`src/rtl/dlre_pkg.sv`:
```
// Shared types and constants for the delegation line route extractor.
// No dependencies.
package dlre_pkg;

  localparam int unsigned MaxLine = 128;
  localparam int unsigned QueueDepth = 2;

  localparam logic [1:0] KIND_ROUTE = 2'd0;
  localparam logic [1:0] KIND_LONG  = 2'd1;
  localparam logic [1:0] KIND_BAD   = 2'd2;

  localparam logic [1:0] REG_COUNTRY = 2'd0;
  localparam logic [1:0] REG_MAXLEN  = 2'd1;

  localparam logic [7:0] CH_NL    = 8'h0A;
  localparam logic [7:0] CH_HASH  = 8'h23;
  localparam logic [7:0] CH_PIPE  = 8'h7C;
  localparam logic [7:0] CH_DOT   = 8'h2E;
  localparam logic [7:0] CH_ZERO  = 8'h30;
  localparam logic [7:0] CH_NINE  = 8'h39;
  localparam logic [7:0] CH_NUL   = 8'h00;

  localparam logic [32:0] CountSat = 33'h1_0000_0000;

  // "ipv4"
  function automatic logic [7:0] type_char(input logic [1:0] i);
    case (i)
      2'd0: type_char = 8'h69;
      2'd1: type_char = 8'h70;
      2'd2: type_char = 8'h76;
      default: type_char = 8'h34;
    endcase
  endfunction

  typedef struct packed {
    logic [15:0] country_code;
    logic [7:0]  max_line_len;
  } cfg_t;

  typedef struct packed {
    logic [1:0]  kind;
    logic [31:0] addr;
    logic [32:0] count;
  } rec_t;

endpackage

```
`src/rtl/dlre_if.sv`:
```
// Channel interfaces: byte input, result output, register write port.
// Depends on nothing.
interface dlre_byte_if;
  logic       valid;
  logic       ready;
  logic [7:0] in_byte;
  modport source (output valid, output in_byte, input ready);
  modport sink   (input valid, input in_byte, output ready);
  modport monitor (input valid, input in_byte, input ready);
endinterface

interface dlre_route_if;
  logic        valid;
  logic        ready;
  logic [1:0]  result_kind;
  logic [31:0] prefix_addr;
  logic [5:0]  prefix_len;
  modport source (output valid, output result_kind, output prefix_addr, output prefix_len,
                  input ready);
  modport sink   (input valid, input result_kind, input prefix_addr, input prefix_len,
                  output ready);
  modport monitor (input valid, input result_kind, input prefix_addr, input prefix_len,
                   input ready);
endinterface

interface dlre_cfg_if;
  logic        valid;
  logic        ready;
  logic [1:0]  idx;
  logic [15:0] wdata;
  modport source (output valid, output idx, output wdata, input ready);
  modport sink   (input valid, input idx, input wdata, output ready);
  modport monitor (input valid, input idx, input wdata, input ready);
endinterface

```
`src/rtl/dlre_front.sv`:
```
// Front: per-byte line parser, emits one record per line that yields a result.
// Depends on dlre_pkg.
module dlre_front (
  input  logic          clk,
  input  logic          rst_n,
  input  dlre_pkg::cfg_t cfg,
  input  logic          byte_valid,
  input  logic [7:0]    byte_in,
  output logic          byte_ready,
  input  logic          q_full,
  output logic          rec_push,
  output dlre_pkg::rec_t rec
);
  import dlre_pkg::*;

  typedef struct packed {
    logic [2:0]  fi;
    logic [7:0]  fp;
    logic [7:0]  ll;
    logic        cmt;
    logic        intok;
    logic        cc;
    logic        ty;
    logic        bad;
    logic        lng;
    logic [31:0] addr;
    logic [8:0]  oa;
    logic [2:0]  oc;
    logic [32:0] cnt;
  } st_t;

  st_t st_r, st_nxt;

  function automatic st_t finish_f(input st_t s);
    st_t r;
    r = s;
    case (s.fi)
      3'd2: if (s.fp < 8'd2) r.cc = 1'b0;
      3'd3: if (s.fp < 8'd4) r.ty = 1'b0;
      3'd4: begin
        if (!s.oa[8] || s.oc != 3'd3) r.bad = 1'b1;
        else r.addr = {s.addr[23:0], s.oa[7:0]};
      end
      3'd5: if (s.cnt == '0) r.bad = 1'b1;
      default: ;
    endcase
    r.intok = 1'b0;
    return r;
  endfunction

  function automatic st_t end_f(input st_t s);
    st_t r;
    r = s;
    if (r.intok) r = finish_f(r);
    if (r.fi < 3'd5) r.bad = 1'b1;
    r.fi = 3'd7;
    return r;
  endfunction

  function automatic st_t field_f(input st_t s, input logic [7:0] b, input logic [15:0] code);
    st_t         r;
    logic        dig;
    logic [11:0] v;
    logic [36:0] c;
    r = s;
    dig = (b >= CH_ZERO) && (b <= CH_NINE);
    v = 12'({4'd0, s.oa[7:0]} * 12'd10) + 12'(b - CH_ZERO);
    c = 37'({4'd0, s.cnt} * 37'd10) + 37'(b - CH_ZERO);
    case (s.fi)
      3'd2: begin
        if (s.fp == 8'd0) r.cc = (b == code[15:8]);
        else if (s.fp == 8'd1 && b != code[7:0]) r.cc = 1'b0;
      end
      3'd3: begin
        if (s.fp == 8'd0) r.ty = (b == type_char(2'd0));
        else if (s.fp < 8'd4 && b != type_char(s.fp[1:0])) r.ty = 1'b0;
      end
      3'd4: begin
        if (dig) begin
          if (v > 12'd255) begin
            r.bad = 1'b1;
            v = 12'd255;
          end
          r.oa = {1'b1, v[7:0]};
        end else if (b == CH_DOT) begin
          if (!s.oa[8] || s.oc >= 3'd3) r.bad = 1'b1;
          else begin
            r.addr = {s.addr[23:0], s.oa[7:0]};
            r.oc = s.oc + 3'd1;
            r.oa = '0;
          end
        end else r.bad = 1'b1;
      end
      3'd5: begin
        if (!s.oa[0]) begin
          if (dig) r.cnt = (c > 37'(CountSat)) ? CountSat : c[32:0];
          else r.oa = 9'd1;
        end
      end
      default: ;
    endcase
    if (s.fp != 8'd255) r.fp = s.fp + 8'd1;
    return r;
  endfunction

  logic [7:0] limit;
  assign limit = (cfg.max_line_len < 8'(MaxLine)) ? cfg.max_line_len : 8'(MaxLine);

  // Stall the stream only while the record queue is full.
  assign byte_ready = !q_full;

  always_comb begin
    st_t s;
    s = st_r;
    rec_push = 1'b0;
    rec.kind = KIND_ROUTE;
    rec.addr = st_r.addr;
    rec.count = st_r.cnt;
    if (byte_valid && byte_ready) begin
      if (byte_in == CH_NL) begin
        if (!s.cmt) begin
          if (s.fi != 3'd7) s = end_f(s);
          rec.addr = s.addr;
          rec.count = s.cnt;
          if (s.lng) begin
            rec_push = 1'b1;
            rec.kind = KIND_LONG;
          end else if (s.cc && s.ty) begin
            rec_push = 1'b1;
            rec.kind = s.bad ? KIND_BAD : KIND_ROUTE;
          end
        end
        s = '0;
      end else begin
        if (s.ll == 8'd0 && byte_in == CH_HASH) s.cmt = 1'b1;
        if (s.ll >= limit) s.lng = 1'b1;
        if (s.ll != 8'd255) s.ll = s.ll + 8'd1;
        if (!(s.cmt || s.fi == 3'd7)) begin
          if (byte_in == CH_NUL) s = end_f(s);
          else if (byte_in == CH_PIPE) begin
            if (s.intok) s = finish_f(s);
          end else begin
            if (!s.intok) begin
              if (s.fi < 3'd6) s.fi = s.fi + 3'd1;
              s.fp = '0;
              s.oa = '0;
              s.intok = 1'b1;
            end
            s = field_f(s, byte_in, cfg.country_code);
          end
        end
      end
    end
    st_nxt = s;
  end

  always_ff @(posedge clk) begin
    if (!rst_n) st_r <= '0;
    else st_r <= st_nxt;
  end

endmodule

```
`src/rtl/dlre_fifo.sv`:
```
// Short record queue between parser front and result back end.
// Depends on dlre_pkg.
module dlre_fifo (
  input  logic          clk,
  input  logic          rst_n,
  input  logic          push,
  input  dlre_pkg::rec_t wr_rec,
  output logic          full,
  input  logic          pop,
  output logic          not_empty,
  output dlre_pkg::rec_t rd_rec
);
  import dlre_pkg::*;

  localparam int unsigned PtrW = $clog2(QueueDepth);

  rec_t              mem_r [QueueDepth];
  logic [PtrW-1:0]   wp_r, rp_r;
  logic [PtrW:0]     cnt_r;

  assign full = (cnt_r == (PtrW+1)'(QueueDepth));
  assign not_empty = (cnt_r != '0);
  assign rd_rec = mem_r[rp_r];

  always_ff @(posedge clk) begin
    if (push) mem_r[wp_r] <= wr_rec;
  end

  always_ff @(posedge clk) begin
    if (!rst_n) begin
      wp_r <= '0;
      rp_r <= '0;
      cnt_r <= '0;
    end else begin
      if (push) wp_r <= (wp_r == PtrW'(QueueDepth-1)) ? '0 : wp_r + 1'b1;
      if (pop) rp_r <= (rp_r == PtrW'(QueueDepth-1)) ? '0 : rp_r + 1'b1;
      cnt_r <= cnt_r + (PtrW+1)'(push) - (PtrW+1)'(pop);
    end
  end

endmodule

```
`src/rtl/dlre_back.sv`:
```
// Back end: prefix length from the count, registered result output.
// Depends on dlre_pkg.
module dlre_back (
  input  logic          clk,
  input  logic          rst_n,
  input  logic          rec_avail,
  input  dlre_pkg::rec_t rec,
  output logic          rec_pop,
  output logic          out_valid,
  input  logic          out_ready,
  output logic [1:0]    kind,
  output logic [31:0]   addr,
  output logic [5:0]    plen
);
  import dlre_pkg::*;

  logic        valid_r;
  logic [1:0]  kind_r;
  logic [31:0] addr_r;
  logic [5:0]  plen_r;
  logic [32:0] m;
  logic [5:0]  bits;

  assign rec_pop = rec_avail && (!valid_r || out_ready);
  assign m = rec.count - 33'd1;

  // bit length of count-1 = ceil(log2(count))
  always_comb begin
    bits = '0;
    for (int i = 0; i < 33; i++) begin
      if (m[i]) bits = 6'(i + 1);
    end
  end

  always_ff @(posedge clk) begin
    if (!rst_n) valid_r <= 1'b0;
    else if (rec_pop) valid_r <= 1'b1;
    else if (out_ready) valid_r <= 1'b0;
  end

  always_ff @(posedge clk) begin
    if (rec_pop) begin
      kind_r <= rec.kind;
      if (rec.kind == KIND_ROUTE) begin
        addr_r <= rec.addr;
        plen_r <= (bits >= 6'd32) ? 6'd0 : 6'd32 - bits;
      end else begin
        addr_r <= '0;
        plen_r <= '0;
      end
    end
  end

  assign out_valid = valid_r;
  assign kind = kind_r;
  assign addr = addr_r;
  assign plen = plen_r;

endmodule

```
`src/rtl/delegation_line_route_extractor.sv`:
```
// Top level of the delegation line route extractor.
// Depends on dlre_pkg, dlre_if, dlre_front, dlre_fifo, dlre_back.

// Takes one stream byte per cycle. A newline that closes a non-comment line
// produces at most one result: a route (address, prefix length), a too-long
// error or a malformed error; other lines produce nothing. The newline's record
// is written into the queue, then loaded into the output register, which raises out_valid.
// Bytes are accepted every cycle while the two-entry record queue has room;
// only a stalled output can fill it.
// Registers: 0 country code (two ASCII letters, first in high byte), 1 maximum
// line length; write them only while the block is idle.
module delegation_line_route_extractor (
  input  logic         clk,
  input  logic         rst_n,
  dlre_byte_if.sink    in_ch,
  dlre_route_if.source out_ch,
  dlre_cfg_if.sink     cfg_ch
);
  import dlre_pkg::*;

  cfg_t cfg_r;
  logic q_full, q_push, q_pop, q_avail;
  rec_t q_wr, q_rd;

  // register file: always ready, unknown indexes dropped
  assign cfg_ch.ready = 1'b1;
  always_ff @(posedge clk) begin
    if (!rst_n) begin
      cfg_r.country_code <= 16'h434E;
      cfg_r.max_line_len <= 8'd128;
    end else if (cfg_ch.valid) begin
      case (cfg_ch.idx)
        REG_COUNTRY: cfg_r.country_code <= cfg_ch.wdata;
        REG_MAXLEN:  cfg_r.max_line_len <= cfg_ch.wdata[7:0];
        default: ;
      endcase
    end
  end

  dlre_front u_front (
    .clk        (clk),
    .rst_n      (rst_n),
    .cfg        (cfg_r),
    .byte_valid (in_ch.valid),
    .byte_in    (in_ch.in_byte),
    .byte_ready (in_ch.ready),
    .q_full     (q_full),
    .rec_push   (q_push),
    .rec        (q_wr)
  );

  dlre_fifo u_fifo (
    .clk       (clk),
    .rst_n     (rst_n),
    .push      (q_push),
    .wr_rec    (q_wr),
    .full      (q_full),
    .pop       (q_pop),
    .not_empty (q_avail),
    .rd_rec    (q_rd)
  );

  dlre_back u_back (
    .clk       (clk),
    .rst_n     (rst_n),
    .rec_avail (q_avail),
    .rec       (q_rd),
    .rec_pop   (q_pop),
    .out_valid (out_ch.valid),
    .out_ready (out_ch.ready),
    .kind      (out_ch.result_kind),
    .addr      (out_ch.prefix_addr),
    .plen      (out_ch.prefix_len)
  );

endmodule
```
`src/flat_wrapper.sv`:
```
// flat-port wrapper written by rule: the top's interface ports become plain ports
module delegation_line_route_extractor_flat import dlre_pkg::*;
  (clk, rst_n, in_ch_valid, in_ch_in_byte, in_ch_ready, out_ch_valid, out_ch_result_kind, out_ch_prefix_addr, out_ch_prefix_len, out_ch_ready, cfg_ch_valid, cfg_ch_idx, cfg_ch_wdata, cfg_ch_ready);
  dlre_byte_if in_ch_i ();
  dlre_route_if out_ch_i ();
  dlre_cfg_if cfg_ch_i ();
  input  logic clk;
  input  logic rst_n;
  input wire logic [$bits(in_ch_i.valid)-1:0] in_ch_valid;
  input wire logic [$bits(in_ch_i.in_byte)-1:0] in_ch_in_byte;
  output wire logic [$bits(in_ch_i.ready)-1:0] in_ch_ready;
  output wire logic [$bits(out_ch_i.valid)-1:0] out_ch_valid;
  output wire logic [$bits(out_ch_i.result_kind)-1:0] out_ch_result_kind;
  output wire logic [$bits(out_ch_i.prefix_addr)-1:0] out_ch_prefix_addr;
  output wire logic [$bits(out_ch_i.prefix_len)-1:0] out_ch_prefix_len;
  input wire logic [$bits(out_ch_i.ready)-1:0] out_ch_ready;
  input wire logic [$bits(cfg_ch_i.valid)-1:0] cfg_ch_valid;
  input wire logic [$bits(cfg_ch_i.idx)-1:0] cfg_ch_idx;
  input wire logic [$bits(cfg_ch_i.wdata)-1:0] cfg_ch_wdata;
  output wire logic [$bits(cfg_ch_i.ready)-1:0] cfg_ch_ready;
  assign in_ch_i.valid = in_ch_valid;
  assign in_ch_i.in_byte = in_ch_in_byte;
  assign in_ch_ready = in_ch_i.ready;
  assign out_ch_valid = out_ch_i.valid;
  assign out_ch_result_kind = out_ch_i.result_kind;
  assign out_ch_prefix_addr = out_ch_i.prefix_addr;
  assign out_ch_prefix_len = out_ch_i.prefix_len;
  assign out_ch_i.ready = out_ch_ready;
  assign cfg_ch_i.valid = cfg_ch_valid;
  assign cfg_ch_i.idx = cfg_ch_idx;
  assign cfg_ch_i.wdata = cfg_ch_wdata;
  assign cfg_ch_ready = cfg_ch_i.ready;
  delegation_line_route_extractor u_core (.clk(clk), .rst_n(rst_n), .in_ch(in_ch_i), .out_ch(out_ch_i), .cfg_ch(cfg_ch_i));
endmodule
```
`config.mk`:
```
export PLATFORM = sky130hd
export DESIGN_NAME = delegation_line_route_extractor_flat
export DESIGN_NICKNAME = d
export VERILOG_FILES = /design/src/rtl/dlre_pkg.sv /design/src/rtl/dlre_if.sv /design/src/rtl/dlre_front.sv /design/src/rtl/dlre_fifo.sv /design/src/rtl/dlre_back.sv /design/src/rtl/delegation_line_route_extractor.sv /design/src/flat_wrapper.sv
export SDC_FILE = /design/constraint.sdc
export NUM_CORES = 1
export LEC_CHECK = 0
export BUFFER_PORTS_ARGS = -buffer_cell sky130_fd_sc_hd__buf_4
export CELL_PAD_IN_SITES_DETAIL_PLACEMENT = 1
export CELL_PAD_IN_SITES_GLOBAL_PLACEMENT = 2
export CORE_MARGIN = 2
export CORE_UTILIZATION = 45
export CTS_CLUSTER_SIZE = 28
export DETAILED_ROUTE_END_ITERATION = 8
export PLACE_DENSITY = 0.95
export SYNTH_ARGS = -nofsm -noshare
export SYNTH_HDL_FRONTEND = slang
export SYNTH_HIERARCHICAL = 1
export SYNTH_SLANG_ARGS = --single-unit
```
`constraint.sdc`:
```
create_clock -name clk -period 12.8 [get_ports clk]
set_input_delay 2.56 -clock clk [delete_from_list [all_inputs] [get_ports clk]]
set_output_delay 2.56 -clock clk [all_outputs]
set_load 0.005 [all_outputs]
```
[After elaboration in Yosys (flattened, before gate mapping)]
Memories as Yosys holds them, arrays and structs flattened. A register that Yosys moved wholly into a read port is not among the register bits.
Cells that the tools add are included.
Storage, ports and cells
  register bits after elaboration: 171
  RAM bits: 134
  bits of input ports: 31
  output and inout bits: 43
  logic and storage cells: 262
  memories: 1
Operators by class
  add/subtract/negate cells: 14
  multiply operators: 2
  magnitude comparators: 14
  equal/unequal tests: 32
  muxes and demuxes: 135
  bitwise operators: 1
  reduce and logical (&&, ||, !) cells: 41
Memory list
  u_core.u_fifo.mem_r: words 2, width 67, read ports 1, clocked after Yosys merged registers in 1, write ports 1, RTL line dlre_fifo.sv:17  | rec_t mem_r [QueueDepth];
Operators with widths (count)
  2-to-1 mux 102 bit: 12
  2-to-1 mux 81 bit: 6
  2-to-1 mux 67 bit: 3
  2-to-1 mux 6 bit: 32
  2-to-1 mux 33 bit: 4
  2-to-1 mux 32 bit: 4
  2-to-1 mux 44 bit: 2
  2-to-1 mux 8 bit: 11
  2-to-1 mux 9 bit: 9
  2-to-1 mux 11 bit: 6
  adder 37 bit: 1
  greater-than comparator 37 x 33 -> 1 bit (second input constant): 1
  2-to-1 mux 1 bit: 37
  multiplier 33 x 3 -> 36 bit (second input constant): 1
  logical NOT 33 bit: 1
  subtractor 33 x 1 -> 33 bit (second input constant): 1
  logical NOT 8 bit: 3
  nonzero test 4 bit: 6
  one-hot mux 7 bit (3 select lines): 1
  one-hot mux 9 bit (2 select lines): 1
  subtractor 8 x 6 -> 9 bit (second input constant): 2
  adder 8 x 1 -> 8 bit (second input constant): 2
  == test 8 x 6 -> 1 bit (second input constant): 2
  == test 8 x 7 -> 1 bit (second input constant): 2
  47 further kinds: 89

[Depth between registers and ports, before layout]
Gate-level depths: netlist of the first run.
  depth in word-level cells: 36
  mapped depth: 27
  gate-level depth less buffers: 25

[By module]
Netlist of the first run, hierarchy kept.
By module, submodules not included
  dlre_front: instances 1, cells each 1358, area each 10632.7 um2, seq. area each 2042.0 um2
  dlre_fifo: instances 1, cells each 229, area each 5175.0 um2, seq. area each 4124.0 um2
  dlre_back: instances 1, cells each 376, area each 3415.8 um2, seq. area each 1221.2 um2
  delegation_line_route_extractor: instances 1, cells each 104, area each 1013.5 um2, seq. area each 480.5 um2

[Worst setup path before layout of the first run]
Ideal clock, no wire load.
  path kind: in2reg
  from: in in_ch_in_byte[3]
  to: mem u_core/u_fifo/mem_r[0][0] in the netlist's numbering (enable)
  setup time: 0.501 ns
  arrival time: 7.103 ns
  data required time: 12.299 ns
  path slack: 5.196 ns
  stages on the path: 8
  buffers on the path: 1
  cell sequence: clkbuf_1 > nor2b_1 > nand4_1 > or2_2 > nor2_1 > and2_1 > nand2b_1 > nor2b_1
Between the ends
  cells in the longest elaborated chain, start to end: 5
Ends and longest elaborated chain
  from (decl): RTL line flat_wrapper.sv:10  | input wire logic [$bits(in_ch_i.in_byte)-1:0] in_ch_in_byte;
  == test 8 x 4 -> 1 bit: RTL line dlre_front.sv:120  | if (byte_in == CH_NL) begin
  2-to-1 mux 1 bit: RTL line dlre_front.sv:120
  2-to-1 mux 1 bit: RTL line dlre_front.sv:119  | if (byte_valid && byte_ready) begin
  via u_core.q_push: RTL line delegation_line_route_extractor.sv:22  | logic q_full, q_push, q_pop, q_avail;
  2-to-1 mux 1 bit: RTL line dlre_fifo.sv:26  | if (push) mem_r[wp_r] <= wr_rec;
  2-to-1 mux 1 bit (implied by the code): RTL line dlre_fifo.sv:26
  to (decl): RTL line dlre_fifo.sv:17
The timed path passes the listed nets, and every way through them passes these cells.

[Final worst setup path of the first run]
  from: in in_ch_in_byte[4]
  to: reg u_core/u_front/st_r[6] in the netlist's numbering
Between the ends
  cells in the longest elaborated chain, start to end: 11
  elaborated cells on any way between the ends: 28
  classes of those cells: 2 x add/sub; 3 x order compare; 5 x eq/ne; 11 x mux; 7 x reduce/logical
Ends and longest elaborated chain
  subtractor 8 x 6 -> 9 bit: RTL line dlre_front.sv:68  | c = 37'({4'd0, s.cnt} * 37'd10) + 37'(b - CH_ZERO);
  adder 37 bit: RTL line dlre_front.sv:68
  greater-than comparator 37 x 33 -> 1 bit: RTL line dlre_front.sv:96  | if (dig) r.cnt = (c > 37'(CountSat)) ? CountSat : c[32:0];
  2-to-1 mux 33 bit (2 in series): RTL line dlre_front.sv:96
  2-to-1 mux 33 bit: RTL line dlre_front.sv:95  | if (!s.oa[0]) begin
  2-to-1 mux 33 bit: RTL line dlre_front.sv:69  | case (s.fi)
  2-to-1 mux 102 bit: RTL line dlre_front.sv:140  | else if (byte_in == CH_PIPE) begin
  2-to-1 mux 102 bit: RTL line dlre_front.sv:139  | if (byte_in == CH_NUL) s = end_f(s);
  2-to-1 mux 102 bit: RTL line dlre_front.sv:138  | if (!(s.cmt || s.fi == 3'd7)) begin
  2-to-1 mux 102 bit: RTL line dlre_front.sv:120
  to (signal assigned): RTL line dlre_front.sv:159  | else st_r <= st_nxt;
  to (decl): RTL line dlre_front.sv:32  | st_t st_r, st_nxt;
Parallel ways exist; a longest one is shown, timed or not. The select of a mux whose other input is x is not followed.
A chain may end at the register's enable or synchronous reset.

==> impl_metrics.env, run 1 <==
export IMPL_gp_congestion=0.870
export IMPL_clk_pin_slew_ns=0.06
export IMPL_dpl_hpwl_mm=40.8
export IMPL_finalCritPeriodShare_pct=53.9
export IMPL_clk_latency_ns=0.56
export IMPL_yosys_top_cells_area="edfxtp_1 (26%), dfxtp_1 (13%), ha_1 (9.3%)"
export IMPL_crit_buf_inv=3
export IMPL_grtUsageTotal_pct=23.9
export IMPL_maxCapViolCount=0
export IMPL_startpoint_type="input port"
export IMPL_tightest_slew_ns=1.20
export IMPL_rr_worst_depth=25
export IMPL_r2r_slack_ns=6.33
export IMPL_vias=16100
export IMPL_yosysTopAreaCell="edfxtp_1"
export IMPL_synthCells=2067
export IMPL_cts_htree_levels=2
export IMPL_synth_xor_area_share_pct=4.33
export IMPL_grt_pass1_vias=16600
export IMPL_grt_overflow=0
export IMPL_ys_types=104
export IMPL_wl_per_cell_um=20.9
export IMPL_ctsResizeCount=0
export IMPL_fmax_mhz=145
export IMPL_antenna_found_initial=0
export IMPL_outcome="complete, no violations"
export IMPL_die_x_um=216
export IMPL_synthSimpleGateAreaFrac_pct=17.8
export IMPL_power_density_nw_per_um2=143
export IMPL_slew_violations=0
export IMPL_ys_seq_elements=306
export IMPL_area_growth_pct=9.09
export IMPL_hold_ws_ns=0.454
export IMPL_irDropWorstVdd_uv=99.6
export IMPL_hold_viol=0
export IMPL_synth_compound_area_share_pct=17.6
export IMPL_r2r_end="u_core/u_front/st_r[6]"
export IMPL_cts_setup_buffers=0
export IMPL_synth_area_mux_share_pct=7.06
export IMPL_hold_buffers=0
export IMPL_endpoint_kind="flip-flop"
export IMPL_synth_adder_area_share_pct=9.67
export IMPL_worstHoldEndpoint="u_core/u_front/st_r[78]"
export IMPL_initial_core_util_pct=45.7
export IMPL_cp_num_cells=17
export IMPL_antenna_cells=0
export IMPL_grt_max_degree=68
export IMPL_rr_startpoint="u_core/u_front/st_r[1]"
export IMPL_die_area_sq_um=46700
export IMPL_layout_drive_gt1_share_pct=13.9
export IMPL_synth_nets=2252
export IMPL_async_reset_ff_share_pct=0
export IMPL_slew_headroom_pct=19.8
export IMPL_power_w=0.00315
export IMPL_yosysTopAreaCellShare_pct=25.8
export IMPL_ys_seq_area_share_pct=38.9
export IMPL_syn_avg_cell_area_sq_um=9.79
export IMPL_crit_arrival_ns=7.34
export IMPL_worst_path_most_repeated_cell="or3_1"
export IMPL_regArea_sq_um=7870
export IMPL_drtPass1Iterations=5
export IMPL_finalSetupTns_ns=0
export IMPL_clock_sinks=306
export IMPL_setup_viol=0
export IMPL_fin_skew_ns=0.0289
export IMPL_avgViaCountPerCell=5.98
export IMPL_fillCellCount=4960
export IMPL_ys_warn_count=6
export IMPL_remaining_drc_errors=0
export IMPL_path_cells="buf_4 > ha_1 > or3_1 > inv_1 > buf_4 > ha_1 > a21oi_1 > o21ai_0 > or3_1 > nor3_2 > nor2_1 > o31ai_1 > xnor2_1 > or3_1 > nor3_1 > nand3_1 > o31ai_1"
export IMPL_design_area_sq_um=22100
export IMPL_die_h_um=216
export IMPL_hold_depth=2
export IMPL_place_area_sq_um=21000
export IMPL_critPathKind="in2reg"
export IMPL_cts_buffers=35
export IMPL_synth_top_flop_cell="edfxtp_1"
export IMPL_multi_input_area_sq_um=11500
export IMPL_port_buffers=72
export IMPL_drt_first_iter_violations=1094
export IMPL_rsz0062_at_grt="false"
export IMPL_synth_top_family_by_area="simple AND/OR/NAND/NOR gates"
export IMPL_final_core_utilization_pct=49.8
export IMPL_grt_pass1_wl_mm=90.8
export IMPL_hold_path_startpoint="u_core/u_front/st_r[78]"
export IMPL_cts_buffer_depth=3
export IMPL_routed_wirelength_mm=56.1
export IMPL_leakage_nw=8.97
export IMPL_final_nets=2252
export IMPL_core_area_sq_um=44300
export IMPL_tritoncts="done"
export IMPL_pin_count=74
export IMPL_crit_fanout=32
export IMPL_cp_slowest_cell="nand3_1"
export IMPL_synth_enable_flop_cells=174
export IMPL_hold_path_class="reg2reg"
export IMPL_core_rowCount=77
export IMPL_slowest_delay_ns=0.46
export IMPL_cpLargestDelayFamily="simple AND/OR/NAND/NOR gates"
export IMPL_drtAntennaViolNets=0
export IMPL_ctsRootBufferMaster="clkbuf_16"
export IMPL_period_needed_ns=6.90
export IMPL_synth_area_sq_um=20200
export IMPL_cp_required_ns=13.25
how the worst max path moves through the flow:
stage / startpoint / to / slack (ns)
after floorplan: in_ch_in_byte[3] / u_core/u_fifo/mem_r[0][0] / 5.20
after detailed placement: in_ch_in_byte[4] / u_core/u_front/st_r[6] / 5.39
after global placement: in_ch_in_byte[4] / u_core/u_front/st_r[6] / 5.52
final: in_ch_in_byte[4] / u_core/u_front/st_r[6] / 5.90
after CTS: in_ch_in_byte[4] / u_core/u_front/st_r[6] / 5.95
after global routing: in_ch_in_byte[4] / u_core/u_front/st_r[9] / 5.53
cells in the final DEF, fill, tap and decap left out, drive strengths merged, types with 38 or more instances in the layout:
| master | synthesis | layout |
|---|---|---|
| nand2 | 163 | 163 |
| a21o | 48 | 48 |
| dfxtp | 132 | 132 |
| o21ai | 92 | 92 |
| nand3 | 38 | 38 |
| nor2 | 153 | 153 |
| inv | 65 | 69 |
| mux2 | 100 | 100 |
| ha | 150 | 150 |
| edfxtp | 174 | 174 |
| xnor2 | 63 | 63 |
| and2 | 51 | 51 |
| buf | 62 | 86 |
| nor3 | 41 | 41 |
| a21oi | 128 | 128 |
| clkbuf | 61 | 46 |
metrics by stage:
stage / setup slack (ns) / cells
floorplan: 5.20 / 2067
global placement: 5.52 / 2622
detailed placement: 5.39 / 2622
CTS: 5.95 / 2686
global route: 5.53 / 2686
finish: 5.90 / 2686
area by class of cell:
type / count / area share (%)
tap: 592 / 3.36
timing repair buffer: 86 / 2.92
inverter: 66 / 1.12
clock buffer: 46 / 4.34
sequential: 306 / 35.7
multi-input combinational: 1572 / 51.9
clock inverter: 18 / 0.731
flip-flops by register name (all words and copies together) (netlist names), named ones only:
name	count
u_core/u_fifo/mem_r	134
u_core/u_front/st_r	102
u_core/u_back/addr	32
u_core/cfg_r	24
u_core/u_back/plen	6
u_core/u_back/kind	2
u_core/u_fifo/cnt_r	2
u_core/u_back/out_valid	1
u_core/u_fifo/rp_r	1
u_core/u_fifo/wp_r	1
metal layers:
metal | wire, um | vias up | global-route usage (%)
met5 | 0 | - | 0
met4 | 1310 | 0 | 6.89
met3 | 1970 | 82 | 2.55
met2 | 26600 | 300 | 40.2
met1 | 26200 | 7988 | 32.6
li1 | - | 7687 | -
logic make-up (layout without fill, tap and decap cells):
kind of cell,Yosys count,count (layout)
xor gates and xnor gates,97,97
AOI/OAI and AO/OA,522,522
adders and majority gates,154,154
other,1,1
DFF,306,306
buffers and inverters,189,216
muxes,119,119
and+or+nand+nor,679,679
power breakdown:
| group | internal (W) | switching (W) |
|---|---|---|
| Clock | 0.000557 | 0.000427 |
| Combinational | 0.000423 | 0.000573 |
| Sequential | 0.00112 | 0.0000465 |
tightest hold or removal path, cell delays in order (launching register included):
cell,delay [ns]
dfxtp_1,0.31
inv_1,0.05
a21oi_1,0.05
synth_stat cells (36+ instances only):
library cell / n
nand3_1: 37
mux2_2: 70
nor3_1: 38
ha_1: 150
and2_1: 51
a21oi_1: 126
clkbuf_1: 61
xnor2_1: 63
edfxtp_1: 174
o21ai_0: 78
nor2_1: 153
inv_1: 65
nand2_1: 163
buf_4: 36
a21o_1: 48
dfxtp_1: 132
Power figures use the tool's default switching activity.
==> run 2, diff against run 1 <==
- CORE_UTILIZATION: 45 -> 41
- PLACE_DENSITY: 0.95 -> 0.9
- clock period: 12.8 -> 6.64 ns (I/O delays scaled with it)
==> run 2 against run 1 <==
Effect of this change: non-clock buffer count up 4; total power increased by 96%; utilization is 4.2 points lower; worst hold slack worse by 0.0059 ns; flip-flop and latch count did not move; sequential power increased by 92%.
==> impl_metrics.env, run 2 (synthesis results as in run 1) <==
export IMPL_setup_viol=0
export IMPL_drt_first_iter_violations=921
export IMPL_startpoint_type="flip-flop"
export IMPL_fin_skew_ns=0.0248
export IMPL_antenna_found_initial=0
export IMPL_cts_buffers=34
export IMPL_internal_power_w=0.00415
export IMPL_leakage_nw=9.05
export IMPL_tritoncts="done"
export IMPL_hold_viol=0
export IMPL_clk_latency_ns=0.56
export IMPL_hold_path_class="reg2reg"
export IMPL_endpoint_kind="flip-flop"
export IMPL_grt_overflow=0
export IMPL_final_instance_count_excl_fill=2760
export IMPL_layout_drive_gt1_share_pct=14.5
export IMPL_cts_buffer_depth=3
export IMPL_maxCapViolCount=0
export IMPL_drtPass1Iterations=5
export IMPL_clock_sinks=306
export IMPL_r2r_end="u_core/u_front/st_r[8]"
export IMPL_pwr_share_clk_pct=32.3
export IMPL_wl_per_cell_um=20.1
export IMPL_fillCellCount=5523
export IMPL_core_rowCount=81
export IMPL_grtUsageTotal_pct=21.5
export IMPL_core_area_sq_um=48800
export IMPL_gp_congestion=0.864
export IMPL_routed_wirelength_mm=55.5
export IMPL_port_buffers=72
export IMPL_tightest_slew_ns=1.21
export IMPL_vias=16000
export IMPL_period_needed_ns=6.14
export IMPL_final_cell_mix="edfxtp_1 (174), nand2_1 (163), nor2_1 (152), ha_1 (150), dfxtp_1 (130)"
export IMPL_power_frac_seq_pct=36.4
export IMPL_grt_pass1_wl_mm=88.6
export IMPL_slew_violations=0
export IMPL_rr_worst_depth=23
export IMPL_cts_setup_buffers=0
export IMPL_hold_path_startpoint="u_core/u_front/st_r[78]"
export IMPL_irDropWorstVdd_uv=153
export IMPL_dp_cells=2698
export IMPL_die_h_um=226
export IMPL_slew_headroom_pct=19.4
export IMPL_antenna_cells=0
export IMPL_drtAntennaViolNets=0
export IMPL_largest_reg_flops=134
export IMPL_grt_pass1_vias=16400
export IMPL_final_nets=2255
export IMPL_worstHoldEndpoint="u_core/u_front/st_r[78]"
export IMPL_ctsRootBufferMaster="clkbuf_16"
export IMPL_finalSetupTns_ns=0
export IMPL_finalCritPeriodShare_pct=92.5
export IMPL_rr_startpoint="u_core/u_front/st_r[3]"
export IMPL_cts_htree_levels=2
export IMPL_area_growth_pct=10.2
export IMPL_power_w=0.00617
export IMPL_die_area_sq_um=51200
export IMPL_final_core_utilization_pct=45.7
export IMPL_die_x_um=226
export IMPL_critPathKind="reg2reg"
export IMPL_switching_share_pct=32.7
export IMPL_crit_fanout=13
export IMPL_top_register="u_core/u_fifo/mem_r"
export IMPL_fmax_mhz=163
export IMPL_cp_required_ns=7.07
export IMPL_grt_max_degree=48
export IMPL_initial_core_util_pct=41.4
export IMPL_pin_count=74
export IMPL_dpl_hpwl_mm=40.6
export IMPL_final_common_cell="edfxtp_1"
export IMPL_p_switching_w=0.00202
export IMPL_crit_arrival_ns=6.57
export IMPL_hold_ws_ns=0.448
export IMPL_clk_pin_slew_ns=0.06
export IMPL_r2r_slack_ns=0.50
export IMPL_combPwrFrac_pct=31.3
export IMPL_avgViaCountPerCell=5.80
export IMPL_power_density_nw_per_um2=276
export IMPL_outcome="complete, no violations"
export IMPL_remaining_drc_errors=0
export IMPL_hold_depth=2
run 2: changes by cell type in the layout (fill, tap and decap cells not counted), sizes merged:
cell	change
buf	+4
clkinvlp	-2
bufinv	+1
clkbuf	-1
clkinv	+1
inv	-1
run 2: power by group through the flow:
stage          clock, W  combinational, W  sequential, W
2_1_floorplan         0           0.00134        0.00227
3_3_place_gp          0           0.00185        0.00228
3_5_place_dp          0           0.00190        0.00229
4_1_cts         0.00204           0.00192        0.00225
5_1_grt         0.00211           0.00210        0.00226
6_report        0.00199           0.00193        0.00225
run 2: what timing repair did:
action	4_1_cts	5_1_grt
hold buffers	0	0
setup endpoints to repair	0	22
gates resized for setup	0	4
run 2: area by class of cell:
type	instances	area [sq um]	area share, %
inverters	66	248	1.11
flip-flops and latches	306	7870	35.3
clock inverters	17	200	0.898
repair buffers	90	676	3.03
multi-input cells	1572	11500	51.4
clock buffers	45	1010	4.51
well taps	664	831	3.72
run 2: worst max path at each step:
stage	from	to	slack, ns	cells past startpoint
after floorplan	in_ch_in_byte[3]	u_core/u_fifo/mem_r[0][0]	0.27	8
after global placement	in_ch_in_byte[4]	u_core/u_front/st_r[6]	0.32	16
after detailed placement	in_ch_in_byte[4]	u_core/u_front/st_r[9]	0.1	17
after CTS	u_core/u_front/st_r[1]	u_core/u_front/st_r[6]	0.02	25
after global routing	u_core/u_front/st_r[3]	u_core/u_front/st_r[9]	-0.005	25
final	u_core/u_front/st_r[3]	u_core/u_front/st_r[8]	0.50	23
run 2: metrics by stage:
stage	instance area (sq um)	setup WS, ns
3_5_place_dp	21100	0.0973
5_1_grt	22300	-0.00535
4_1_cts	22300	0.0188
2_1_floorplan	20200	0.268
3_3_place_gp	21100	0.318
6_report	22300	0.496
run 2: per-layer routing:
metal | global-route usage, % | wire (um) | share of wire, % | up-vias
met3 | 1.98 | 1540 | 2.8 | 76
li1 | - | - | - | 7696
met5 | 0 | 0 | 0 | -
met4 | 6.66 | 1350 | 2.4 | 0
met2 | 35.9 | 26400 | 48 | 250
met1 | 29.3 | 26200 | 47 | 7984
run 2: critical path, cell delays in order (launching register included):
cell and delay (ns):
dfxtp_1 0.44, ha_1 0.28, ha_1 0.22, inv_1 0.07, fa_1 0.21, nor2b_1 0.07
o31a_1 0.30, o2111ai_1 0.23, nand2_1 0.14, a22o_1 0.30, a31o_2 0.29, xor2_1 0.17
ha_1 0.44, inv_1 0.17, o31ai_1 0.45, or3_1 0.21, nor3_2 0.06, nor2_1 0.32
o21ai_0 0.19, xnor2_1 0.40, and4b_1 0.25, a31o_2 0.27, and3_4 0.25, a32o_1 0.28
